--- src/rtl/lspq_pkg.sv ---
package lspq_pkg;

	localparam int QUEUE_DEPTH = 16;
	localparam int IDX_W = $clog2(QUEUE_DEPTH);
	localparam int CNT_W = $clog2(QUEUE_DEPTH + 1);
	localparam int FIFO_DEPTH = 2;
	localparam int ENTRY_W = 48;

	localparam logic [1:0] ST_OK    = 2'd0;
	localparam logic [1:0] ST_EMPTY = 2'd1;
	localparam logic [1:0] ST_FULL  = 2'd2;

	localparam logic OP_INSERT = 1'b0;
	localparam logic OP_REMOVE = 1'b1;

	typedef struct packed {
		logic               kind;
		logic signed [31:0] item_value;
		logic [15:0]        item_priority;
	} cmd_t;

	typedef struct packed {
		logic [1:0]         status;
		logic signed [31:0] removed_value;
		logic [15:0]        removed_priority;
		logic [4:0]         entries_held;
	} res_t;

	typedef struct packed {
		logic               op;
		logic signed [31:0] value;
		logic [15:0]        pri;
	} job_t;

	typedef struct packed {
		logic vld;
		job_t job;
	} work_t;

endpackage

--- src/rtl/lspq_ram.sv ---
module lspq_ram #(
	parameter int WIDTH = 8,
	parameter int DEPTH = 16
) (
	input  logic                     clk,
	input  logic                     we,
	input  logic [$clog2(DEPTH)-1:0] waddr,
	input  logic [WIDTH-1:0]         wdata,
	input  logic [$clog2(DEPTH)-1:0] raddr,
	output logic [WIDTH-1:0]         rdata
);

	logic [WIDTH-1:0] mem_q [DEPTH];

	always_ff @(posedge clk) begin
		if (we) begin
			mem_q[waddr] <= wdata;
		end
		rdata <= mem_q[raddr];
	end

endmodule

--- src/rtl/lspq_front.sv ---
module lspq_front import lspq_pkg::*; (
	input  logic  clk,
	input  logic  arst_n,
	input  logic  start,
	input  cmd_t  cmd,
	output logic  busy,
	input  logic  pop,
	output work_t work
);

	localparam int PTR_W = $clog2(FIFO_DEPTH);
	localparam int FILL_W = $clog2(FIFO_DEPTH + 1);

	job_t              fifo_q [FIFO_DEPTH];
	logic [PTR_W-1:0]  wr_ptr_q;
	logic [PTR_W-1:0]  rd_ptr_q;
	logic [FILL_W-1:0] fill_q;
	logic              push;
	job_t              job_in;

	assign busy = (fill_q == FILL_W'(FIFO_DEPTH));
	assign push = start && !busy;

	// classify the incoming word
	always_comb begin
		job_in.op    = cmd.kind ? OP_REMOVE : OP_INSERT;
		job_in.value = cmd.item_value;
		job_in.pri   = cmd.item_priority;
	end

	assign work = {(fill_q != '0), fifo_q[rd_ptr_q]};

	always_ff @(posedge clk) begin
		if (push) begin
			fifo_q[wr_ptr_q] <= job_in;
		end
	end

	always_ff @(posedge clk or negedge arst_n) begin
		if (!arst_n) begin
			wr_ptr_q <= '0;
			rd_ptr_q <= '0;
			fill_q   <= '0;
		end else begin
			if (push) begin
				wr_ptr_q <= (wr_ptr_q == PTR_W'(FIFO_DEPTH - 1)) ? '0 : wr_ptr_q + PTR_W'(1);
			end
			if (pop) begin
				rd_ptr_q <= (rd_ptr_q == PTR_W'(FIFO_DEPTH - 1)) ? '0 : rd_ptr_q + PTR_W'(1);
			end
			if (push && !pop) begin
				fill_q <= fill_q + FILL_W'(1);
			end else if (pop && !push) begin
				fill_q <= fill_q - FILL_W'(1);
			end
		end
	end

endmodule

--- src/rtl/lspq_back.sv ---
module lspq_back import lspq_pkg::*; (
	input  logic  clk,
	input  logic  arst_n,
	input  work_t work,
	output logic  pop,
	output logic  res_strobe,
	output res_t  res
);

	localparam logic [2:0] S_IDLE       = 3'd0;
	localparam logic [2:0] S_SCAN       = 3'd1;
	localparam logic [2:0] S_SCAN_WAIT  = 3'd2;
	localparam logic [2:0] S_DECIDE     = 3'd3;
	localparam logic [2:0] S_SHIFT      = 3'd4;
	localparam logic [2:0] S_SHIFT_WAIT = 3'd5;

	logic [2:0]         state_q;
	logic [CNT_W-1:0]   count_q;
	logic [IDX_W-1:0]   issue_q;
	logic               rd_vld_s1;
	logic [IDX_W-1:0]   rd_idx_s1;
	logic [IDX_W-1:0]   best_idx_q;
	logic [15:0]        best_pri_q;
	logic signed [31:0] best_val_q;
	logic               res_vld_q;
	res_t               res_q;

	logic               ram_we;
	logic [IDX_W-1:0]   ram_waddr;
	logic [ENTRY_W-1:0] ram_wdata;
	logic [ENTRY_W-1:0] ram_rdata;
	logic signed [31:0] rd_value;
	logic [15:0]        rd_pri;
	logic               issuing;
	logic               last_issue;
	logic               full;
	logic               shifting;
	logic               scanning;

	assign rd_value   = ram_rdata[ENTRY_W-1:16];
	assign rd_pri     = ram_rdata[15:0];
	assign full       = (count_q == CNT_W'(QUEUE_DEPTH));
	assign issuing    = (state_q == S_SCAN) || (state_q == S_SHIFT);
	assign shifting   = (state_q == S_SHIFT) || (state_q == S_SHIFT_WAIT);
	assign scanning   = (state_q == S_SCAN) || (state_q == S_SCAN_WAIT);
	assign last_issue = (CNT_W'(issue_q) == count_q - CNT_W'(1));

	assign pop = (state_q == S_IDLE) && work.vld;

	// append on insert, move one entry down per cycle while shifting
	assign ram_we = (pop && work.job.op == OP_INSERT && !full) || (rd_vld_s1 && shifting);
	assign ram_waddr = (state_q == S_IDLE) ? IDX_W'(count_q) : rd_idx_s1 - IDX_W'(1);
	assign ram_wdata = (state_q == S_IDLE) ? {work.job.value, work.job.pri} : ram_rdata;

	lspq_ram #(
		.WIDTH(ENTRY_W),
		.DEPTH(QUEUE_DEPTH)
	) u_ram (
		.clk  (clk),
		.we   (ram_we),
		.waddr(ram_waddr),
		.wdata(ram_wdata),
		.raddr(issue_q),
		.rdata(ram_rdata)
	);

	assign res_strobe = res_vld_q;
	assign res        = res_q;

	always_ff @(posedge clk) begin
		rd_idx_s1 <= issue_q;
		// keep the earliest entry on ties: replace only on strictly greater
		if (rd_vld_s1 && scanning) begin
			if (rd_idx_s1 == '0 || rd_pri > best_pri_q) begin
				best_idx_q <= rd_idx_s1;
				best_pri_q <= rd_pri;
				best_val_q <= rd_value;
			end
		end
		case (state_q)
			S_IDLE: begin
				if (pop) begin
					res_q.removed_value    <= '0;
					res_q.removed_priority <= '0;
					if (work.job.op == OP_INSERT) begin
						if (full) begin
							res_q.status       <= ST_FULL;
							res_q.entries_held <= 5'(count_q);
						end else begin
							res_q.status       <= ST_OK;
							res_q.entries_held <= 5'(count_q + CNT_W'(1));
						end
					end else begin
						res_q.status       <= ST_EMPTY;
						res_q.entries_held <= 5'(count_q);
					end
				end
			end
			S_DECIDE, S_SHIFT_WAIT: begin
				res_q.status           <= ST_OK;
				res_q.removed_value    <= best_val_q;
				res_q.removed_priority <= best_pri_q;
				res_q.entries_held     <= 5'(count_q - CNT_W'(1));
			end
			default: begin
			end
		endcase
	end

	always_ff @(posedge clk or negedge arst_n) begin
		if (!arst_n) begin
			state_q   <= S_IDLE;
			count_q   <= '0;
			issue_q   <= '0;
			rd_vld_s1 <= 1'b0;
			res_vld_q <= 1'b0;
		end else begin
			rd_vld_s1 <= issuing;
			res_vld_q <= 1'b0;
			case (state_q)
				S_IDLE: begin
					if (pop) begin
						if (work.job.op == OP_INSERT) begin
							res_vld_q <= 1'b1;
							if (!full) begin
								count_q <= count_q + CNT_W'(1);
							end
						end else if (count_q == '0) begin
							res_vld_q <= 1'b1;
						end else begin
							issue_q <= '0;
							state_q <= S_SCAN;
						end
					end
				end
				S_SCAN: begin
					if (last_issue) begin
						state_q <= S_SCAN_WAIT;
					end else begin
						issue_q <= issue_q + IDX_W'(1);
					end
				end
				S_SCAN_WAIT: begin
					state_q <= S_DECIDE;
				end
				S_DECIDE: begin
					if (CNT_W'(best_idx_q) == count_q - CNT_W'(1)) begin
						count_q   <= count_q - CNT_W'(1);
						res_vld_q <= 1'b1;
						state_q   <= S_IDLE;
					end else begin
						issue_q <= best_idx_q + IDX_W'(1);
						state_q <= S_SHIFT;
					end
				end
				S_SHIFT: begin
					if (last_issue) begin
						state_q <= S_SHIFT_WAIT;
					end else begin
						issue_q <= issue_q + IDX_W'(1);
					end
				end
				S_SHIFT_WAIT: begin
					count_q   <= count_q - CNT_W'(1);
					res_vld_q <= 1'b1;
					state_q   <= S_IDLE;
				end
				default: begin
					state_q <= S_IDLE;
				end
			endcase
		end
	end

`ifndef SYNTHESIS
	a_count_max: assert property (@(posedge clk) disable iff (!arst_n)
		count_q <= CNT_W'(QUEUE_DEPTH))
		else $error("entry count above queue depth");

	a_res_idle: assert property (@(posedge clk) disable iff (!arst_n)
		res_vld_q |-> state_q == S_IDLE)
		else $error("result issued while a remove is still running");

	a_shift_addr: assert property (@(posedge clk) disable iff (!arst_n)
		(ram_we && state_q != S_IDLE) |-> (CNT_W'(ram_waddr) + CNT_W'(1) < count_q))
		else $error("shift write outside held entries");

	a_full_status: assert property (@(posedge clk) disable iff (!arst_n)
		(res_vld_q && res_q.status == ST_FULL) |-> full)
		else $error("full status with room left");
`endif

endmodule

--- src/rtl/linear_scan_priority_queue_core.sv ---
// Bounded priority queue of (value, priority) pairs, QUEUE_DEPTH entries.
// Command channel: cmd is taken at a rising edge where start is high and busy
// is low. kind 0 appends the pair; kind 1 removes the earliest entry that
// holds the highest priority.
// Result channel: res is valid for exactly one cycle while res_strobe is
// high; one result per command, in command order. The receiver cannot stall.
// A two-word command queue sits ahead of the executing engine; busy rises
// only while that queue is full.
// With an idle engine, insert and refused commands are answered straight from
// the idle state; a remove scans every held entry and, unless the best entry
// is the last one, then moves the later entries down before its result.
// The remove cost comes from the single read port of the entry RAM: the
// scan reads one entry per cycle, then later entries move down one per cycle.
// Reset empties the queue and the command queue; entry contents are not
// cleared and are never read before being written.
module linear_scan_priority_queue_core import lspq_pkg::*; (
	input  logic clk,
	input  logic arst_n,
	input  logic start,
	input  cmd_t cmd,
	output logic busy,
	output logic res_strobe,
	output res_t res
);

	work_t work;
	logic  pop;

	lspq_front u_front (
		.clk   (clk),
		.arst_n(arst_n),
		.start (start),
		.cmd   (cmd),
		.busy  (busy),
		.pop   (pop),
		.work  (work)
	);

	lspq_back u_back (
		.clk       (clk),
		.arst_n    (arst_n),
		.work      (work),
		.pop       (pop),
		.res_strobe(res_strobe),
		.res       (res)
	);

endmodule

--- config.mk ---
export PLATFORM = sky130hd
export DESIGN_NAME = linear_scan_priority_queue_core
export DESIGN_NICKNAME = d
export VERILOG_FILES = /design/src/rtl/lspq_pkg.sv /design/src/rtl/lspq_ram.sv /design/src/rtl/lspq_front.sv /design/src/rtl/lspq_back.sv /design/src/rtl/linear_scan_priority_queue_core.sv
export SDC_FILE = /design/constraint.sdc
export NUM_CORES = 1
export LEC_CHECK = 0
export BUFFER_PORTS_ARGS = -buffer_cell sky130_fd_sc_hd__buf_4
export CAP_MARGIN = 30
export CORE_ASPECT_RATIO = 0.9
export CORE_MARGIN = 5
export CORE_UTILIZATION = 50
export DETAILED_ROUTE_END_ITERATION = 6
export PLACE_DENSITY = 0.66
export RECOVER_POWER = 50
export SLEW_MARGIN = 20
export SYNTH_ARGS = -nofsm -noshare
export SYNTH_HDL_FRONTEND = slang
export SYNTH_SLANG_ARGS = --single-unit
--- constraint.sdc ---
create_clock -name clk -period 21.8 [get_ports clk]
set_input_delay 3.27 -clock clk [delete_from_list [all_inputs] [get_ports clk]]
set_output_delay 3.27 -clock clk [all_outputs]
set_load 0.05 [all_outputs]
==> flow_metrics.env, run 1 <==
export IMPL_final_antenna_net_count=0
export IMPL_grt_pass1_wl_mm=125
export IMPL_finClkSkew_ns=0.0249
export IMPL_ioPinCount=109
export IMPL_ys_flop_type="edfxtp_1"
export IMPL_endpoint_kind="flip-flop"
export IMPL_finalHoldViolCount=0
export IMPL_dieArea_um2=84200
export IMPL_fin_nets=2082
export IMPL_slowest_stage="or3_1"
export IMPL_rows=97
export IMPL_synthArstFlopShare_pct=1.73
export IMPL_dr_total_vias=18285
export IMPL_ctsResizeCount=0
export IMPL_synth_edff_count=973
export IMPL_h_tree_depth=3
export IMPL_yosysSeqAreaShare_pct=78.2
export IMPL_critical_path_arrival_ns=7.90
export IMPL_crit_buf_inv=3
export IMPL_die_y_um=276
export IMPL_dieWidth_um=305
export IMPL_cp_depth=5
export IMPL_routed_wl_mm=84.3
export IMPL_insertion_delay_ns=0.65
export IMPL_dr_first_iter_drc_count=1905
export IMPL_cts_hold_buf=0
export IMPL_synth_seq_cells=1043
export IMPL_rrSetupSlack_ns=14.29
export IMPL_remaining_drc_errors=0
export IMPL_violations="max-capacitance violations, max-slew violations"
export IMPL_hp_class="reg2reg"
export IMPL_gp_congestion=0.784
export IMPL_grt_pass1_vias=18867
export IMPL_yosysWarnings=0
export IMPL_ys_types=56
export IMPL_grt_ovfl_total=0
export IMPL_wl_per_cell_um=26.9
export IMPL_endpoint="u_back.u_ram.mem_q[3][27]"
export IMPL_power_density_nw_per_um2=156
export IMPL_r2r_start="u_back.state_q[0]"
export IMPL_yosysTopAreaCellShare_pct=74.4
export IMPL_first_pass_iters=5
export IMPL_whs_path_depth=0
export IMPL_reg2reg_depth=5
export IMPL_cp_cell_sequence="clkbuf_1 -> or3_1 -> clkbuf_1 -> o21ai_0 -> buf_4"
export IMPL_syn_nets=1869
export IMPL_root_buffer="clkbuf_16"
export IMPL_hpwl_mm=44.7
export IMPL_finalSetupViolations=0
export IMPL_peakVddDrop_v=0.000103
export IMPL_synth_area_um2=39300
export IMPL_crit_type="reg2reg"
export IMPL_cp_required_ns=22.19
export IMPL_finalSetupTns_ns=0
export IMPL_portBuffers=108
export IMPL_r2r_end="u_back.u_ram.mem_q[3][27]"
export IMPL_via_per_inst=5.83
export IMPL_drv_cap=10
export IMPL_drive_gt1_share_pct=26.3
export IMPL_cp_startpoint="u_back.state_q[0]"
export IMPL_syn_to_final_growth_pct=15.0
export IMPL_cp_top_family="buffers and inverters"
export IMPL_core_um2=77800
export IMPL_cpPeakStageDelay_ns=1.98
export IMPL_cts_tree="done"
export IMPL_grt_max_degree=64
export IMPL_hold_start="u_back.u_ram.rdata[38]"
export IMPL_power_mw=7.05
export IMPL_min_period_ns=7.51
export IMPL_slew_headroom_pct=-108
export IMPL_min_period_over_period_pct=34.5
export IMPL_syn_inst=1795
export IMPL_netlist_top_cells_area="edfxtp_1 74%, mux4_2 14%, dfxtp_1 2.7%"
export IMPL_max_freq_mhz=133
export IMPL_antenna_found_initial=3
export IMPL_postSynthAreaPerCell_um2=21.9
export IMPL_path_common_cell="clkbuf_1"
export IMPL_clockBufferDepth=3
export IMPL_drv_slew=367
export IMPL_track_usage_pct=20.1
export IMPL_crit_fanout=59
export IMPL_status="finished with violations"
export IMPL_antennaDiodeCount=0
export IMPL_start_util_pct=50.5
export IMPL_cts_num_sinks=1043
export IMPL_critPathLaunchType="flip-flop"
export IMPL_rsz0062_at_grt="no"
export IMPL_cts_setup_buffers=0
export IMPL_cts_buffers=102
export IMPL_synth_top_area_cell="edfxtp_1"
export IMPL_worst_pin_slew_ns=3.12
export IMPL_p_leak_nw=14.8
export IMPL_cts_clk_slew_worst_paths_ns=0.06
layout make-up:
type | count | area [um^2]
Clock inverter | 44 | 489
Tap cell | 1039 | 1300
Inverter | 31 | 118
Fill cell | 5520 | 32700
Sequential cell | 1043 | 30700
Timing Repair Buffer | 197 | 1480
Multi-Input combinational cell | 633 | 8150
Clock buffer | 147 | 2880
metrics by stage:
| stage | setup slack [ns] | cells | util [%] | hold WS (ns) | cell area (um^2) |
|---|---|---|---|---|---|
| final | 14.29 | 3134 | 58.0 | 0.427 | 45100 |
| after global routing | 13.69 | 3134 | 58.0 | 0.445 | 45100 |
| after floorplan | 11.78 | 1795 | - | 0.342 | 39300 |
| after CTS | 16.96 | 3113 | 58.2 | 0.431 | 45300 |
| after detailed placement | 17.07 | 2922 | 53.8 | 0.417 | 41900 |
| after global placement | 17.08 | 2910 | 53.4 | 0.412 | 41600 |
worst min-delay path by stage:
stage                       endpoint  slack [ns]
6_report       u_back.best_val_q[22]        0.43
3_3_place_gp   u_back.best_val_q[26]        0.41
3_5_place_dp   u_back.best_val_q[31]        0.42
5_1_grt        u_back.best_val_q[27]        0.45
2_1_floorplan    u_back.rd_idx_s1[0]        0.34
4_1_cts        u_back.best_val_q[31]        0.43
cell families (layout without fill, tap and decap cells):
family / Yosys count / after routing / share of synthesized area, %
XOR/XNOR: 22 / 22 / 0.580
AND/OR/NAND/NOR: 187 / 187 / 2.21
buffers and inverters: 119 / 419 / 1.31
adder cells (fa/ha/maj): 22 / 22 / 0.701
flip-flops: 1043 / 1043 / 78.2
multiplexers: 297 / 297 / 15.2
AO/OA/AOI/OAI: 105 / 105 / 1.74
synthesized netlist by cell type (all sizes together) (4+ instances only):
cell	n
nand2b	7
nor2b	4
nand4	5
xnor2	13
and3	34
buf	41
nor2	56
ha	22
a21o	6
a21oi	13
mux2i	51
edfxtp	973
clkbuf	47
nor3	6
dfxtp	52
a22oi	4
nand2	64
o21ai	54
xor2	7
mux4	240
a32oi	5
inv	30
dfrtp	18
mux2	6
layer usage:
| metal | vias to the layer above | global-route usage (%) | part of all wire (%) |
|---|---|---|---|
| met5 | - | 0 | 0 |
| met4 | 0 | 4.56 | 2.0 |
| met3 | 124 | 3.56 | 7.1 |
| met2 | 699 | 32.2 | 48 |
| met1 | 9630 | 29.5 | 43 |
| li1 | 7832 | - | - |
state kept, by name, summed over array words and instances (netlist names), 2 cells and up:
register and count:
u_back.u_ram.mem_q 768, u_front.fifo_q 98, u_back.res 55, u_back.u_ram.rdata 48, u_back.best_val_q 32, u_back.best_pri_q 16, u_back.count_q 5, u_back.best_idx_q 4
u_back.issue_q 4, u_back.rd_idx_s1 4, u_back.state_q 3, u_front.fill_q 2
cells in the final DEF (no fill, tap or decap), types with 30 or more instances in the layout:
cell and count:
and3_1 33, mux2i_1 51, clkbuf_1 97, o21ai_0 52
dfxtp_1 52, nand2_1 64, mux4_2 240, nor2_1 39
inv_1 30, clkbuf_4 34, buf_4 83, edfxtp_1 973
clkbuf_16 104
where the power goes:
part | total, mW | internal, mW | switching [mW]
clock | 1.75 | 1.04 | 0.715
combinational | 2.06 | 0.699 | 1.36
sequential | 3.24 | 3.06 | 0.177
worst register-to-register path, cell delays in order, from the launching register on:
cell      delay [ns]
dfrtp_1         0.32
clkbuf_1        1.82
or3_1           1.99
clkbuf_1        1.81
o21ai_0         0.93
buf_4           0.39
No activity file was read; power rests on OpenSTA's default activity.
==> run 2, diff against run 1 <==
--- a/config.mk
+++ b/config.mk
@@ -11,7 +11,7 @@
 export CORE_MARGIN = 5
 export CORE_UTILIZATION = 50
 export DETAILED_ROUTE_END_ITERATION = 6
-export PLACE_DENSITY = 0.66
+export PLACE_DENSITY = 0.69
 export RECOVER_POWER = 50
 export SLEW_MARGIN = 20
 export SYNTH_ARGS = -nofsm -noshare
==> constraint.sdc (replaced) <==
create_clock -name clk -period 6.85 [get_ports clk]
set_input_delay 1.0275 -clock clk [delete_from_list [all_inputs] [get_ports clk]]
set_output_delay 1.0275 -clock clk [all_outputs]
set_load 0.05 [all_outputs]
==> flow_metrics.env, run 2 (synthesis results as in run 1) <==
export IMPL_status="finished with violations"
export IMPL_violations="max-capacitance violations, max-slew violations"
export IMPL_finalHoldViolCount=0
export IMPL_remaining_drc_errors=0
export IMPL_gp_congestion=0.798
export IMPL_ioPinCount=109
export IMPL_grt_pass1_vias=18896
export IMPL_dr_first_iter_drc_count=2115
export IMPL_hp_class="reg2reg"
export IMPL_portBuffers=108
export IMPL_cpPeakStageDelay_ns=2.92
export IMPL_finalSetupTns_ns=0
export IMPL_final_seq_area_um2=30700
export IMPL_max_freq_mhz=189
export IMPL_cts_setup_buffers=0
export IMPL_dieArea_um2=84200
export IMPL_critPathLaunchType="flip-flop"
export IMPL_p_leak_nw=14.6
export IMPL_regMostFlops="u_back.u_ram.mem_q"
export IMPL_drv_slew=337
export IMPL_rrSetupSlack_ns=1.56
export IMPL_crit_type="reg2reg"
export IMPL_r2r_end="u_back.issue_q[3]"
export IMPL_antenna_found_initial=2
export IMPL_critical_path_arrival_ns=5.81
export IMPL_die_y_um=276
export IMPL_cp_top_family="buffers and inverters"
export IMPL_endpoint="u_back.issue_q[3]"
export IMPL_fin_nets=2079
export IMPL_rows=97
export IMPL_largest_reg_flops=768
export IMPL_grt_max_degree=165
export IMPL_min_period_ns=5.29
export IMPL_cp_required_ns=7.37
export IMPL_slew_headroom_pct=-179
export IMPL_first_pass_iters=6
export IMPL_crit_fanout=52
export IMPL_endpoint_kind="flip-flop"
export IMPL_drv_cap=12
export IMPL_slowest_stage="clkbuf_1"
export IMPL_routed_wl_mm=83.8
export IMPL_final_antenna_net_count=0
export IMPL_start_util_pct=50.5
export IMPL_dieWidth_um=305
export IMPL_r2r_start="u_back.issue_q[3]"
export IMPL_peakVddDrop_v=0.000294
export IMPL_min_period_over_period_pct=77.2
export IMPL_cp_cell_sequence="clkbuf_1 -> xnor3_1 -> o211ai_1 -> o221ai_1 -> o41ai_1"
export IMPL_hpwl_mm=50.9
export IMPL_wl_per_cell_um=26.8
export IMPL_power_mw=22.5
export IMPL_cts_buffers=99
export IMPL_worst_pin_slew_ns=4.18
export IMPL_cts_num_sinks=1043
export IMPL_most_common_layout_cells="973 x edfxtp_1, 240 x mux4_2, 129 x clkbuf_1"
export IMPL_layout_commonest_cell="edfxtp_1"
export IMPL_ctsResizeCount=0
export IMPL_dr_total_vias=18445
export IMPL_crit_buf_inv=1
export IMPL_grt_pass1_wl_mm=124
export IMPL_fillers=5538
export IMPL_multi_input_area_um2=8150
export IMPL_insertion_delay_ns=0.65
export IMPL_cts_clk_slew_worst_paths_ns=0.06
export IMPL_cts_hold_buf=0
export IMPL_cp_depth=5
export IMPL_core_um2=77800
export IMPL_cts_tree="done"
export IMPL_power_density_nw_per_um2=500
export IMPL_syn_to_final_growth_pct=14.4
export IMPL_grt_ovfl_total=0
export IMPL_cp_startpoint="u_back.issue_q[3]"
export IMPL_h_tree_depth=3
export IMPL_finClkSkew_ns=0.0269
export IMPL_track_usage_pct=19.9
export IMPL_drive_gt1_share_pct=24.2
export IMPL_finalSetupViolations=0
export IMPL_via_per_inst=5.89
export IMPL_reg2reg_depth=5
export IMPL_root_buffer="clkbuf_16"
export IMPL_clockBufferDepth=3
export IMPL_rsz0062_at_grt="no"
export IMPL_antennaDiodeCount=0
-- run 2: changes by cell type in the layout (fill, tap and decap cells not counted), sizes merged --
cell	before	now
bufinv	10	9
clkbuf	247	277
inv	33	34
clkinvlp	3	1
clkinv	29	45
buf	97	48
-- run 2: final cells by class --
class	count	area share (%)
clock buffer	128	5.99
inverter	31	0.265
multi-input combinational	633	18.1
tap	1039	2.90
clock inverter	58	1.23
timing repair buffer	197	3.08
sequential	1043	68.4
-- run 2: metal layers --
metal	share of wire, %	up-vias	GRT usage (%)
met1	42	9672	28.8
met3	9.2	132	5.43
li1	-	7823	-
met5	0.032	-	0
met4	1.8	4	4.28
met2	47	814	31.1
-- run 2: through the flow --
stage	setup WS, ns	area, um^2	utilization, %	hold slack (ns)	instances
floorplan	1.92	39300	-	0.342	1795
global placement	2.30	41600	53.5	0.412	2907
detailed placement	2.43	42200	54.2	0.417	2938
CTS	2.37	45400	58.4	0.212	3124
global route	1.30	44900	57.7	0.439	3129
finish	1.56	44900	57.7	0.430	3129
-- run 2: worst min-delay path by stage --
stage,slack [ns],from,to,cells after the start
finish,0.43,u_back.u_ram.rdata[32],u_back.best_val_q[16],0
global placement,0.41,u_back.u_ram.rdata[39],u_back.best_val_q[23],0
detailed placement,0.42,u_back.u_ram.rdata[32],u_back.best_val_q[16],0
floorplan,0.34,u_back.issue_q[0],u_back.rd_idx_s1[0],0
CTS,0.21,arst_n,u_back.count_q[3],1
global route,0.44,u_back.u_ram.rdata[41],u_back.best_val_q[25],0
-- run 2: report_power, final --
| part | leakage (nW) | internal (mW) | switching, mW |
|---|---|---|---|
| Clock | 1.59 | 3.12 | 2.28 |
| Sequential | 9.54 | 9.75 | 0.561 |
| Combinational | 3.47 | 2.13 | 4.62 |
-- run 2: worst register-to-register path, delay by kind of cell (launching register included) --
family	cells	cell delay, ns
flip-flops	1	0.33
buffers and inverters	1	2.92
XOR/XNOR	1	0.83
AO/OA/AOI/OAI	3	1.08
